**src/hbud_pkg.sv**
```systemverilog
// Shared constants and types for the HDLC byte-unstuffing deframer.
package hbud_pkg;

    localparam int unsigned BYTE_W   = 8;
    localparam int unsigned LEN_W    = 16;
    localparam int unsigned COUNT_W  = LEN_W + 1;
    localparam int unsigned STATUS_W = 2;

    localparam logic [BYTE_W-1:0]  FLAG_BYTE = 8'h7E;
    localparam logic [BYTE_W-1:0]  ESC_BYTE  = 8'h7D;
    localparam logic [BYTE_W-1:0]  ESC_XOR   = 8'h20;
    localparam logic [COUNT_W-1:0] COUNT_MAX = {COUNT_W{1'b1}};
    localparam logic [LEN_W-1:0]   MAX_LEN_RESET = {LEN_W{1'b1}};

    typedef enum logic [STATUS_W-1:0] {
        ST_OK       = 2'd0,
        ST_BAD_ESC  = 2'd1,
        ST_OVERSIZE = 2'd2
    } status_t;

    // One result transaction, as produced by the decode core.
    typedef struct packed {
        logic               produce;
        logic [BYTE_W-1:0]  payload_byte;
        logic               frame_end;
        status_t            frame_status;
        logic [LEN_W-1:0]   frame_length;
    } result_t;

endpackage

```
**src/hbud_core.sv**
```systemverilog
// Frame state and byte-unstuffing decode for one line byte per step.
module hbud_core (
    input  logic                         aclk,
    input  logic                         aresetn,
    input  logic                         step,
    input  logic [hbud_pkg::BYTE_W-1:0]  line_byte,
    input  logic [hbud_pkg::LEN_W-1:0]   max_frame_len,
    output hbud_pkg::result_t            result
);

    logic                         in_frame_reg, in_frame_next;
    logic                         esc_reg, esc_next;
    logic [hbud_pkg::COUNT_W-1:0] count_reg, count_next;

    logic [hbud_pkg::COUNT_W-1:0] max_ext;
    logic [hbud_pkg::BYTE_W-1:0]  data_byte;
    logic [hbud_pkg::LEN_W-1:0]   end_length;

    assign max_ext    = {1'b0, max_frame_len};
    assign data_byte  = esc_reg ? (line_byte ^ hbud_pkg::ESC_XOR) : line_byte;
    assign end_length = (count_reg < max_ext) ? count_reg[hbud_pkg::LEN_W-1:0]
                                              : max_frame_len;

    always_comb begin
        in_frame_next = in_frame_reg;
        esc_next      = esc_reg;
        count_next    = count_reg;
        result        = '0;
        result.frame_status = hbud_pkg::ST_OK;

        if (line_byte == hbud_pkg::FLAG_BYTE) begin
            if (!in_frame_reg) begin
                // opening flag
                in_frame_next = 1'b1;
                esc_next      = 1'b0;
                count_next    = '0;
            end else begin
                result.produce      = 1'b1;
                result.frame_end    = 1'b1;
                result.frame_length = end_length;
                if (esc_reg) begin
                    result.frame_status = hbud_pkg::ST_BAD_ESC;
                end else if (count_reg > max_ext) begin
                    result.frame_status = hbud_pkg::ST_OVERSIZE;
                end
                in_frame_next = 1'b0;
                esc_next      = 1'b0;
                count_next    = '0;
            end
        end else if (in_frame_reg) begin
            if (line_byte == hbud_pkg::ESC_BYTE) begin
                if (esc_reg) begin
                    // double escape aborts the frame
                    result.produce      = 1'b1;
                    result.frame_end    = 1'b1;
                    result.frame_status = hbud_pkg::ST_BAD_ESC;
                    result.frame_length = end_length;
                    in_frame_next = 1'b0;
                    esc_next      = 1'b0;
                    count_next    = '0;
                end else begin
                    esc_next = 1'b1;
                end
            end else begin
                esc_next = 1'b0;
                if (count_reg != hbud_pkg::COUNT_MAX) begin
                    count_next = count_reg + 1'b1;
                end
                if (count_reg < max_ext) begin
                    result.produce      = 1'b1;
                    result.payload_byte = data_byte;
                end
            end
        end
    end

    always_ff @(posedge aclk) begin
        if (!aresetn) begin
            in_frame_reg <= 1'b0;
            esc_reg      <= 1'b0;
            count_reg    <= '0;
        end else if (step) begin
            in_frame_reg <= in_frame_next;
            esc_reg      <= esc_next;
            count_reg    <= count_next;
        end
    end

endmodule

```
**src/hdlc_byte_unstuff_deframer_top.sv**
```systemverilog
// HDLC async byte-unstuffing deframer: top level with input and result registers.
//
// Takes one raw line byte per s_ transaction and strips asynchronous HDLC
// framing: 0x7E flags open and close a frame, 0x7D escapes the next byte,
// which is XORed with 0x20. Bytes outside a frame are dropped. Each payload
// byte comes out as an m_ transaction with m_frame_end low, while fewer than
// max_frame_len bytes have been delivered; further bytes are dropped but
// still counted. A closing flag, an escaped flag or a double escape gives a
// frame-end transaction (m_frame_end high) with the delivered length and a
// status of ok (0), bad escape (1) or oversize (2). A byte moves through an
// input register and the result register, and one byte is taken every cycle;
// the input side stalls only when a byte would produce a result while the
// result register is still held by m_ready low. max_frame_len resets to 65535;
// the user is to write it through cfg_wr_en only while idle; the block does not enforce this.
module hdlc_byte_unstuff_deframer_top (
    input  logic                                aclk,
    input  logic                                aresetn,
    // configuration
    input  logic                                cfg_wr_en,
    input  logic [hbud_pkg::LEN_W-1:0]          cfg_wr_data,
    // line byte input
    input  logic                                s_valid,
    output logic                                s_ready,
    input  logic [hbud_pkg::BYTE_W-1:0]         s_line_byte,
    // result output
    output logic                                m_valid,
    input  logic                                m_ready,
    output logic [hbud_pkg::BYTE_W-1:0]         m_payload_byte,
    output logic                                m_frame_end,
    output logic [hbud_pkg::STATUS_W-1:0]       m_frame_status,
    output logic [hbud_pkg::LEN_W-1:0]          m_frame_length
);

    logic [hbud_pkg::LEN_W-1:0]  max_len_reg;

    // input register
    logic                        in_valid_reg;
    logic [hbud_pkg::BYTE_W-1:0] in_byte_reg;

    // result register
    logic                        out_valid_reg;
    hbud_pkg::result_t           out_reg;

    hbud_pkg::result_t           core_result;
    logic                        out_free;
    logic                        advance;

    // Result slot can take a new transaction if empty or draining this cycle.
    assign out_free = !out_valid_reg || m_ready;
    // Byte in the input register is processed unless its result has no room.
    assign advance  = in_valid_reg && (!core_result.produce || out_free);
    assign s_ready  = !in_valid_reg || advance;

    always_ff @(posedge aclk) begin
        if (!aresetn) begin
            max_len_reg <= hbud_pkg::MAX_LEN_RESET;
        end else if (cfg_wr_en) begin
            max_len_reg <= cfg_wr_data;
        end
    end

    always_ff @(posedge aclk) begin
        if (!aresetn) begin
            in_valid_reg <= 1'b0;
        end else if (s_ready) begin
            in_valid_reg <= s_valid;
        end
    end

    always_ff @(posedge aclk) begin
        if (s_ready && s_valid) begin
            in_byte_reg <= s_line_byte;
        end
    end

    hbud_core u_core (
        .aclk          (aclk),
        .aresetn       (aresetn),
        .step          (advance),
        .line_byte     (in_byte_reg),
        .max_frame_len (max_len_reg),
        .result        (core_result)
    );

    always_ff @(posedge aclk) begin
        if (!aresetn) begin
            out_valid_reg <= 1'b0;
        end else if (advance && core_result.produce) begin
            out_valid_reg <= 1'b1;
        end else if (m_ready) begin
            out_valid_reg <= 1'b0;
        end
    end

    always_ff @(posedge aclk) begin
        if (advance && core_result.produce) begin
            out_reg <= core_result;
        end
    end

    assign m_valid        = out_valid_reg;
    assign m_payload_byte = out_reg.payload_byte;
    assign m_frame_end    = out_reg.frame_end;
    assign m_frame_status = out_reg.frame_status;
    assign m_frame_length = out_reg.frame_length;

endmodule

```
**config.mk**
```make
export PLATFORM = sky130hd
export DESIGN_NAME = hdlc_byte_unstuff_deframer_top
export DESIGN_NICKNAME = d
export VERILOG_FILES = /design/src/hbud_pkg.sv /design/src/hbud_core.sv /design/src/hdlc_byte_unstuff_deframer_top.sv
export SDC_FILE = /design/constraint.sdc
export NUM_CORES = 1
export LEC_CHECK = 0
export BUFFER_PORTS_ARGS = -buffer_cell sky130_fd_sc_hd__buf_2
export CAP_MARGIN = 15
export CORE_ASPECT_RATIO = 0.5
export CORE_UTILIZATION = 57
export DETAILED_ROUTE_END_ITERATION = 10
export GPL_ROUTABILITY_DRIVEN = 0
export PLACE_DENSITY = 0.85
export SYNTH_ARGS = -nofsm -noshare
export SYNTH_HDL_FRONTEND = slang
export SYNTH_SLANG_ARGS = --single-unit
```
**constraint.sdc**
```tcl
create_clock -name aclk -period 4.2 [get_ports aclk]
set_clock_uncertainty 0.15 [all_clocks]
set_input_delay 0.21 -clock aclk [delete_from_list [all_inputs] [get_ports aclk]]
set_output_delay 0.21 -clock aclk [all_outputs]
set_load 0.05 [all_outputs]
```
Word level (Yosys, flattened, before mapping)
Cells that the tools add are included.

$add $sub $neg: 1. Order comparisons: 2. Eq/ne operators: 4. Mux-type cells: 30. Bitwise logic cells: 3. Reduce and logical (&&, ||, !) cells: 15.

Operators by type and width (number): 2-to-1 mux 17 bit (5); 2-to-1 mux 19 bit (4); 2-to-1 mux 28 bit (1); adder 17 x 1 -> 17 bit, second input constant (1); > comparator 17 x 16 -> 1 bit (1); < comparator 17 x 16 -> 1 bit (1); != test 17 bit, second input constant (1); equality test 8 x 7 -> 1 bit, second input constant (2); 2-to-1 mux 16 bit (1); 2-to-1 mux 1 bit (14); 2-to-1 mux 9 bit (1); 2-to-1 mux 8 bit (1); 2-to-1 mux 6 bit (1); 2-to-1 mux 2 bit (2); AND reduction 4 bit (1); nonzero test 2 bit (2); OR reduction 4 bit (1); logical AND 1 bit (3); logical NOT 1 bit (3); logical OR 1 bit (3); != test 3 x 1 -> 1 bit, second input constant (1); NOT 1 bit (3); nonzero test 3 bit (1); AND reduction 2 bit (1).

Flip-flop bits (word level): 72. Logic and storage cells: 66.

Logic depth before layout (Yosys ltp)
Gate-level depths: netlist (run 1).

Depth in word-level cells: 11. Mapped depth: 14. Gate-level depth less buffers: 13.

Hierarchy
Synthesis (run 1) repeated with hierarchy kept, for this count alone.

Cell total of the unflattened synthesis: 383. Area total of the unflattened synthesis: 3803.6 um^2.

By module, submodules not included: hbud_core (instances 1, cells an instance 284, area each 2069.5 um^2); hdlc_byte_unstuff_deframer_top (instances 1, cells an instance 99, area each 1734.2 um^2).

Worst setup path before layout (run 1)
Ideal clock, no wire load.

Path type: reg-to-reg. Start: reg max_len_reg[14] in the netlist's numbering. End: reg out_reg (netlist bit m_frame_end), enable pin. Library setup time: 0.411 ns. Arrival: 2.766 ns. Required time: 3.639 ns. Path slack: 0.873 ns. Cell stages (with the launch flop): 8. Path buffers: 0. Period minus slack after synthesis: 3.327 ns. Cell sequence: dfxtp_1 -> inv_1 -> ha_1 -> a21o_2 -> a211oi_1 -> and3_1 -> a31oi_2 -> nor2_1.

Word-level cells in the longest chain between the ends: 9.

Ends and longest elaborated chain: start: declaration (RTL line hdlc_byte_unstuff_deframer_top.sv:34) `logic [hbud_pkg::LEN_W-1:0] max_len_reg;`; start signal: assignment (RTL line hdlc_byte_unstuff_deframer_top.sv:56) `max_len_reg <= hbud_pkg::MAX_LEN_RESET;`; start signal: assignment (RTL line hdlc_byte_unstuff_deframer_top.sv:58) `max_len_reg <= cfg_wr_data;`; < comparator 17 x 16 -> 1 bit * (RTL line hbud_core.sv:69) `if (count_reg < max_ext) begin`; 2-to-1 mux 9 bit * (RTL line hbud_core.sv:69); 2-to-1 mux 1 bit * (RTL line hbud_core.sv:51) `if (line_byte == hbud_pkg::ESC_BYTE) begin`; 2-to-1 mux 28 bit * (RTL line hbud_core.sv:50) `end else if (in_frame_reg) begin`; 2-to-1 mux 1 bit * (RTL line hbud_core.sv:31) `if (line_byte == hbud_pkg::FLAG_BYTE) begin`; logical NOT 1 bit (RTL line hdlc_byte_unstuff_deframer_top.sv:51) `assign advance = in_valid_reg && (!core_result.produce || out_free);`; logical OR 1 bit (RTL line hdlc_byte_unstuff_deframer_top.sv:51); logical AND 1 bit (RTL line hdlc_byte_unstuff_deframer_top.sv:51); logical AND 1 bit * (RTL line hdlc_byte_unstuff_deframer_top.sv:96) `if (advance && core_result.produce) begin`; end signal: assignment (RTL line hdlc_byte_unstuff_deframer_top.sv:97) `out_reg <= core_result;`; end: declaration (RTL line hdlc_byte_unstuff_deframer_top.sv:42) `hbud_pkg::result_t out_reg;`.

Mark *: on every way between the ends. The rest lies on a longest branch, timed or not. A chain may end at the register's enable or synchronous reset.

Worst setup path in the final report (run 1)
Start: reg u_core.count_reg[1] in the netlist's numbering. End: reg u_core.count_reg[5] in the netlist's numbering.

Word-level cells in the longest chain between the ends: 9.

Ends and longest elaborated chain: start: declaration (RTL line hbud_core.sv:13) `logic [hbud_pkg::COUNT_W-1:0] count_reg, count_next;`; start signal: assignment (RTL line hbud_core.sv:85) `count_reg <= count_next;`; < comparator 17 x 16 -> 1 bit (RTL line hbud_core.sv:69); 2-to-1 mux 9 bit (RTL line hbud_core.sv:69); 2-to-1 mux 1 bit (RTL line hbud_core.sv:51); 2-to-1 mux 28 bit (RTL line hbud_core.sv:50); 2-to-1 mux 1 bit (RTL line hbud_core.sv:31); logical NOT 1 bit (RTL line hdlc_byte_unstuff_deframer_top.sv:51); logical OR 1 bit (RTL line hdlc_byte_unstuff_deframer_top.sv:51); logical AND 1 bit (RTL line hdlc_byte_unstuff_deframer_top.sv:51); AND reduction 4 bit (no source line).

Parallel ways exist; a longest one is shown, timed or not. The select of a mux whose other input is x is not followed.

==> reports/qor.csv, run 1 <==
stage;metric;value;unit
clock_tree;path_clk_slew;60;ps
global_route;grt_usage;27.08;%
clock_tree;clock-sinks;72;
timing;rsz0062_at_grt;no;
power_and_ir_drop;p_leak;1.959;nW
power_and_ir_drop;powerDensity;377.1;nW/um2
finish;final_cells;541;
finish;largest_reg_flops;17;
power_and_ir_drop;seq_power_share;43.7;%
placed_design;dp.cells;500;
critical_path;worstSetupEndpointType;flop;
yosys;ys_types;55;
global_route;grt_first_pass_wirelength;13610;um
yosys;yosys_warnings;0;
drt;drt_iter0_markers;347;
critical_path;critical_path_class;reg -> reg;
placed_design;io_buffers;57;
power_and_ir_drop;swShare;20.25;%
drt;dr.pass1.iters;5;
drt;remaining_drc_errors;0;
drt;post_drt_wl_per_cell;15.10;um
timing;drv_slew;0;
clock_tree;cts_hold_buffers;25;
critical_path;crit_start;u_core.count_reg[1]$_SDFFE_PN0P_;
timing;slew_headroom;56.06;%
power_and_ir_drop;p_clk_share;50.9;%
yosys;postSynthCellCount;371;
placed_design;place_ws;961.3;ps
finish;area_growth;24.16;%
power_and_ir_drop;combPwrFrac;5.5;%
status;status;complete, no violations;
yosys;async_flop_share;0;%
timing;fmax;299.3;MHz
timing;worst_slew_pin_slew;658.3;ps
clock_tree;cts_root_buf;clkbuf_16;
finish;drive_gt1_share;19.65;%
timing;setup_tns;0;ps
placed_design;place_hpwl;5301;um
critical_path;critPathMaxFanout;14;
job;cap_violations;0;
critical_path;cp.required;4320;ps
global_route;overflow;0;
drt;drtAntennaViolNets;0;
finish;antenna_cells;0;
min_path;hp-class;in -> reg;
drt;vias_per_cell;5.617;
yosys;avgSynthCellArea;10.01;um2
critical_path;setup.worst_path.start_class;flop;
die;ios;58;
global_route;grt_max_degree;32;
drt;wirelength;8168;um
clock_tree;cts_tree;built;
power_and_ir_drop;intPower;1.386;mW
clock_tree;worstSkewPairLatency;340;ps
drt;vias;3039;
timing;worst_slack;858.4;ps
yosys;synth_edf_count;35;
timing;period_needed;3342;ps
power_and_ir_drop;p_sw;0.3521;mW
critical_path;worstPathArrival;3460;ps
clock_tree;cts_buffers;9;
clock_tree;cts_setup_buffers;0;
die;start_util;60.08;%
critical_path;r2r_start;u_core.count_reg[1]$_SDFFE_PN0P_;
clock_tree;clockBufferDepth;2;
timing;hold_viol;0;
timing;final.period_utilization;79.56;%
yosys;synth_seq_cells;72;
min_path;min_from;m_ready;
global_route;antenna_found_initial;0;
clock_tree;cts_max_level;3;
die;die_w;116.2;um
yosys;synth_ff_type;dfxtp_1;
finish;layout.nets;495;
die;core;6181;um2
yosys;seq_area_frac_synth;48.25;%
power_and_ir_drop;vdd.ir_drop.worst;0.4214;mV
die;die-area;6862;um2
die;num_rows;20;
yosys;synth_nets;418;
power_and_ir_drop;total_power;1.739;mW
clock_tree;cts_resized;0;
timing;setup_viol;0;
global_route;grt_pass1_vias;2791;
die;die_h;59.08;um
yosys;syn_area;3714;um2
critical path, cell delays in order, from the launching register on:
cell	delay, ps
dfxtp_1	460
ha_1	260
nand3_1	160
nor3_1	340
nand2_1	210
nor2_1	180
and3_1	180
ha_1	140
nor2b_1	100
o21ai_0	320
nor3_1	100
a211o_2	470
a31oi_1	190
layout make-up:
type	instances	area, um2
inverters	23	86.33
flip-flops and latches	72	1792
clock inverters	6	106.4
clock buffers	10	239.0
fillers	458	1570
multi-input cells	257	1719
well taps	88	110.1
repair buffers	85	558.0
kinds of logic after synthesis:
logic type      after synthesis  synth area share, %
simple gates                137                18.57
compound gates               81                16.00
flops                        72                48.25
buf+inv                      42                5.525
mux                          19                5.121
fa+ha+maj                    18                6.065
xor+xnor                      2               0.4718
synth_stat cells, types with 2 or more instances:
library cell | count | share of area, %
nor2_1 | 32 | 3.2
nor2b_1 | 3 | 0.51
buf_2 | 3 | 0.40
o21a_1 | 2 | 0.40
a31oi_1 | 22 | 3.7
nand3_1 | 15 | 2.0
inv_1 | 23 | 2.3
o21ai_0 | 9 | 1.2
and3_1 | 8 | 1.3
nor3_1 | 4 | 0.54
edfxtp_1 | 35 | 28
nand2b_1 | 6 | 1.0
nand2_1 | 44 | 4.4
dfxtp_1 | 37 | 20
ha_1 | 18 | 6.1
o211ai_1 | 16 | 3.2
clkbuf_1 | 11 | 1.1
and2_1 | 10 | 1.7
nand4_1 | 4 | 0.67
a21oi_1 | 12 | 1.6
a21o_2 | 2 | 0.47
buf_6 | 2 | 0.61
mux2i_1 | 19 | 5.1
a41oi_1 | 2 | 0.47
a211oi_1 | 2 | 0.40
worst paths after layout:
| path | to | cells past startpoint | slack, ps |
|---|---|---|---|
| worst max register to register | u_core.count_reg[5]$_SDFFE_PN0P_ | 12 | 860 |
| worst min-delay path | m_valid$_SDFFE_PN0P_ | 3 | 100 |
| worst max-delay path | u_core.count_reg[5]$_SDFFE_PN0P_ | 12 | 860 |
| worst min register to register | u_core.count_reg[16]$_SDFFE_PN0P_ | 2 | 360 |
cell usage in the layout (no fill, tap or decap), drive strengths merged, types with 12 or more instances in the layout:
master / count
mux2i: 19
dlygate4sd3: 25
ha: 18
nand3: 16
dfxtp: 37
inv: 23
buf: 60
o211ai: 16
nand2: 44
nor2: 32
a31oi: 24
a21oi: 12
edfxtp: 35
power groups by stage:
stage	Sequential, mW	Clock [mW]	Combinational [mW]
3_5_place_dp	0.774	0	0.0746
4_1_cts	0.759	0.898	0.0934
5_1_grt	0.761	0.930	0.105
3_3_place_gp	0.773	0	0.0726
6_report	0.760	0.884	0.0948
2_1_floorplan	0.769	0	0.0543
metrics by stage:
stage | instance area (um2) | util [%] | hold WS [ps]
4_1_cts | 4611 | 74.60 | 90.93
6_report | 4611 | 74.60 | 101.3
5_1_grt | 4611 | 74.60 | 120.1
3_5_place_dp | 4015 | 64.96 | 238.1
3_3_place_gp | 4015 | 64.96 | 236.6
2_1_floorplan | 3714 | - | 158.9
per-layer routing:
metal  vias to the layer above  part of all wire (%)  GRT usage (%)
li1                       1507                     -              -
met1                      1401                    47          36.51
met2                       122                    44          40.99
met3                         9                   7.7          10.22
met4                         0                   1.0          7.692
met5                         -                     0              0
No activity file was read; power rests on OpenSTA's default activity.
==> run 2, diff against run 1 <==
==> constraint.sdc (replaced) <==
create_clock -name aclk -period 3.42 [get_ports aclk]
set_clock_uncertainty 0.15 [all_clocks]
set_input_delay 0.171 -clock aclk [delete_from_list [all_inputs] [get_ports aclk]]
set_output_delay 0.171 -clock aclk [all_outputs]
set_load 0.05 [all_outputs]
==> reports/qor.csv, run 2 (synthesis gave the netlist of run 1 again) <==
stage;metric;value;unit;change
status;status;complete, no violations;;
timing;hold_viol;0;;unchanged
die;die-area;6862;um2;unchanged
clock_tree;cts_buffers;9;;unchanged
clock_tree;cts_root_buf;clkbuf_16;;
global_route;overflow;0;;unchanged
critical_path;critical_path_class;reg -> reg;;
die;die_h;59.08;um;unchanged
job;cap_violations;0;;unchanged
drt;dr.pass1.iters;5;;unchanged
critical_path;cp.buffers_inverters;0;;unchanged
die;start_util;60.08;%;unchanged
finish;num-fill-cells;431;;-5.9%
finish;antenna_cells;0;;unchanged
critical_path;worstPathArrival;3240;ps;-220 ps
timing;period_needed;3136;ps;-205.8 ps
clock_tree;path_clk_slew;60;ps;about the same
drt;drt_iter0_markers;288;;-17%
power_and_ir_drop;vdd.ir_drop.worst;0.4762;mV;+13%
timing;slew_headroom;53.94;%;-2.1 points
finish;area_growth;24.93;%;
global_route;grt_first_pass_wirelength;13660;um;+0.41%
critical_path;critPathMaxFanout;14;;unchanged
drt;wirelength;8420;um;+3.1%
drt;vias;3158;;+3.9%
critical_path;path_cells;ha_1, nand3_1, nor3_2, nand2_1, nor2_1, and3_1, ha_1, nor2b_1, a21oi_1, nor3_1, a211o_2, a31oi_1;;
global_route;antenna_found_initial;0;;unchanged
power_and_ir_drop;powerDensity;418.1;nW/um2;+11%
timing;setup_viol;0;;unchanged
timing;final.period_utilization;91.69;%;+12 points
clock_tree;clock-sinks;72;;unchanged
finish;layout.nets;503;;+1.6%
min_path;hp-class;in -> reg;;
timing;fmax;318.9;MHz;+6.6%
die;core;6181;um2;unchanged
clock_tree;cts_tree;built;;
drt;post_drt_wl_per_cell;15.34;um;+1.6%
finish;layout_commonest_cell;buf_2;;
die;num_rows;20;;unchanged
finish;drive_gt1_share;21.04;%;+1.4 points
placed_design;io_buffers;57;;unchanged
power_and_ir_drop;p_leak;1.977;nW;+0.93%
clock_tree;cts_setup_buffers;0;;unchanged
critical_path;worstSetupEndpointType;flop;;
clock_tree;cts_max_level;3;;unchanged
finish;final_cell_mix;57 x buf_2, 44 x nand2_1, 37 x dfxtp_1;;
critical_path;setup.worst_path.start_class;flop;;
finish;largest_reg_flops;17;;unchanged
timing;rsz0062_at_grt;no;;
die;die_w;116.2;um;unchanged
critical_path;r2r_slack;280;ps;-570 ps
timing;worst_slew_pin_slew;687.7;ps;+29.38 ps
placed_design;place_hpwl;5539;um;+4.5%
global_route;grt_pass1_vias;2860;;+2.5%
drt;drtAntennaViolNets;0;;unchanged
drt;vias_per_cell;5.752;;+2.4%
timing;setup_tns;0;ps;unchanged
critical_path;critPathTopFamily;simple AND/OR/NAND/NOR gates;;
timing;drv_slew;0;;unchanged
clock_tree;worstSkewPairLatency;350;ps;about the same
die;ios;58;;unchanged
critical_path;cp_common_cell;ha_1;;
global_route;grt_max_degree;32;;unchanged
critical_path;cp.required;3530;ps;-790 ps
clock_tree;clockBufferDepth;2;;unchanged
power_and_ir_drop;total_power;1.940;mW;+12%
global_route;grt_usage;27.21;%;+0.13 points
critical_path;worst_path_largest_cell_delay;470;ps;about the same
drt;remaining_drc_errors;0;;unchanged
critical_path;slowest_stage;a211o_2;;
-- run 2: repair_timing --
item | 4_1_cts | 5_1_grt
hold buffers | 26 | 0
setup endpoints to repair | 0 | 14
hold endpoints to repair | 26 | 0
resized for setup | 0 | 2
-- run 2: metal layers --
metal	up-vias	track usage (%)	part of all wire (%)
li1	1521	-	-
met1	1460	35.04	45
met2	153	43.03	44
met3	24	9.407	8.8
met4	0	9.890	2.0
met5	-	0	0
-- run 2: power by group --
group / switching, mW / internal (mW) / total, mW
Clock: 0.361 / 0.527 / 0.888
Sequential: 0.0142 / 0.919 / 0.933
Combinational: 0.0615 / 0.0574 / 0.119
-- run 2: tightest hold or removal path, cell delays in order --
cell	delay, ps
buf_2	90
nand2b_1	150
o22ai_1	100
-- run 2: layout make-up --
class,instances,area [um2],area share (%)
clock buffers,11,252.7,5.448
clock inverters,5,28.78,0.6203
inverters,23,86.33,1.861
multi-input cells,257,1724,37.16
flip-flops and latches,72,1792,38.62
well taps,88,110.1,2.373
repair buffers,93,645.6,13.92
-- run 2: worst paths after layout --
path | to | start | cells after the start
worst max-delay path | u_core.count_reg[8]$_SDFFE_PN0P_ | u_core.count_reg[1]$_SDFFE_PN0P_ | 12
worst min-delay path | m_valid$_SDFFE_PN0P_ | m_ready | 3
worst max register to register | u_core.count_reg[8]$_SDFFE_PN0P_ | u_core.count_reg[1]$_SDFFE_PN0P_ | 12
worst min register to register | max_len_reg[8]$_SDFFE_PN1P_ | max_len_reg[8]$_SDFFE_PN1P_ | 2
-- run 2: per-stage QoR --
stage	std cells	utilization [%]	cell area [um2]	setup WS, ps	hold slack [ps]
floorplan	371	-	3714	93.01	119.9
global placement	507	66.21	4093	428.6	197.7
detailed placement	507	66.21	4093	251.9	199.1
CTS	549	74.98	4634	164.8	52.32
global route	549	75.06	4639	14.38	75.65
finish	549	75.06	4639	284.2	64.43
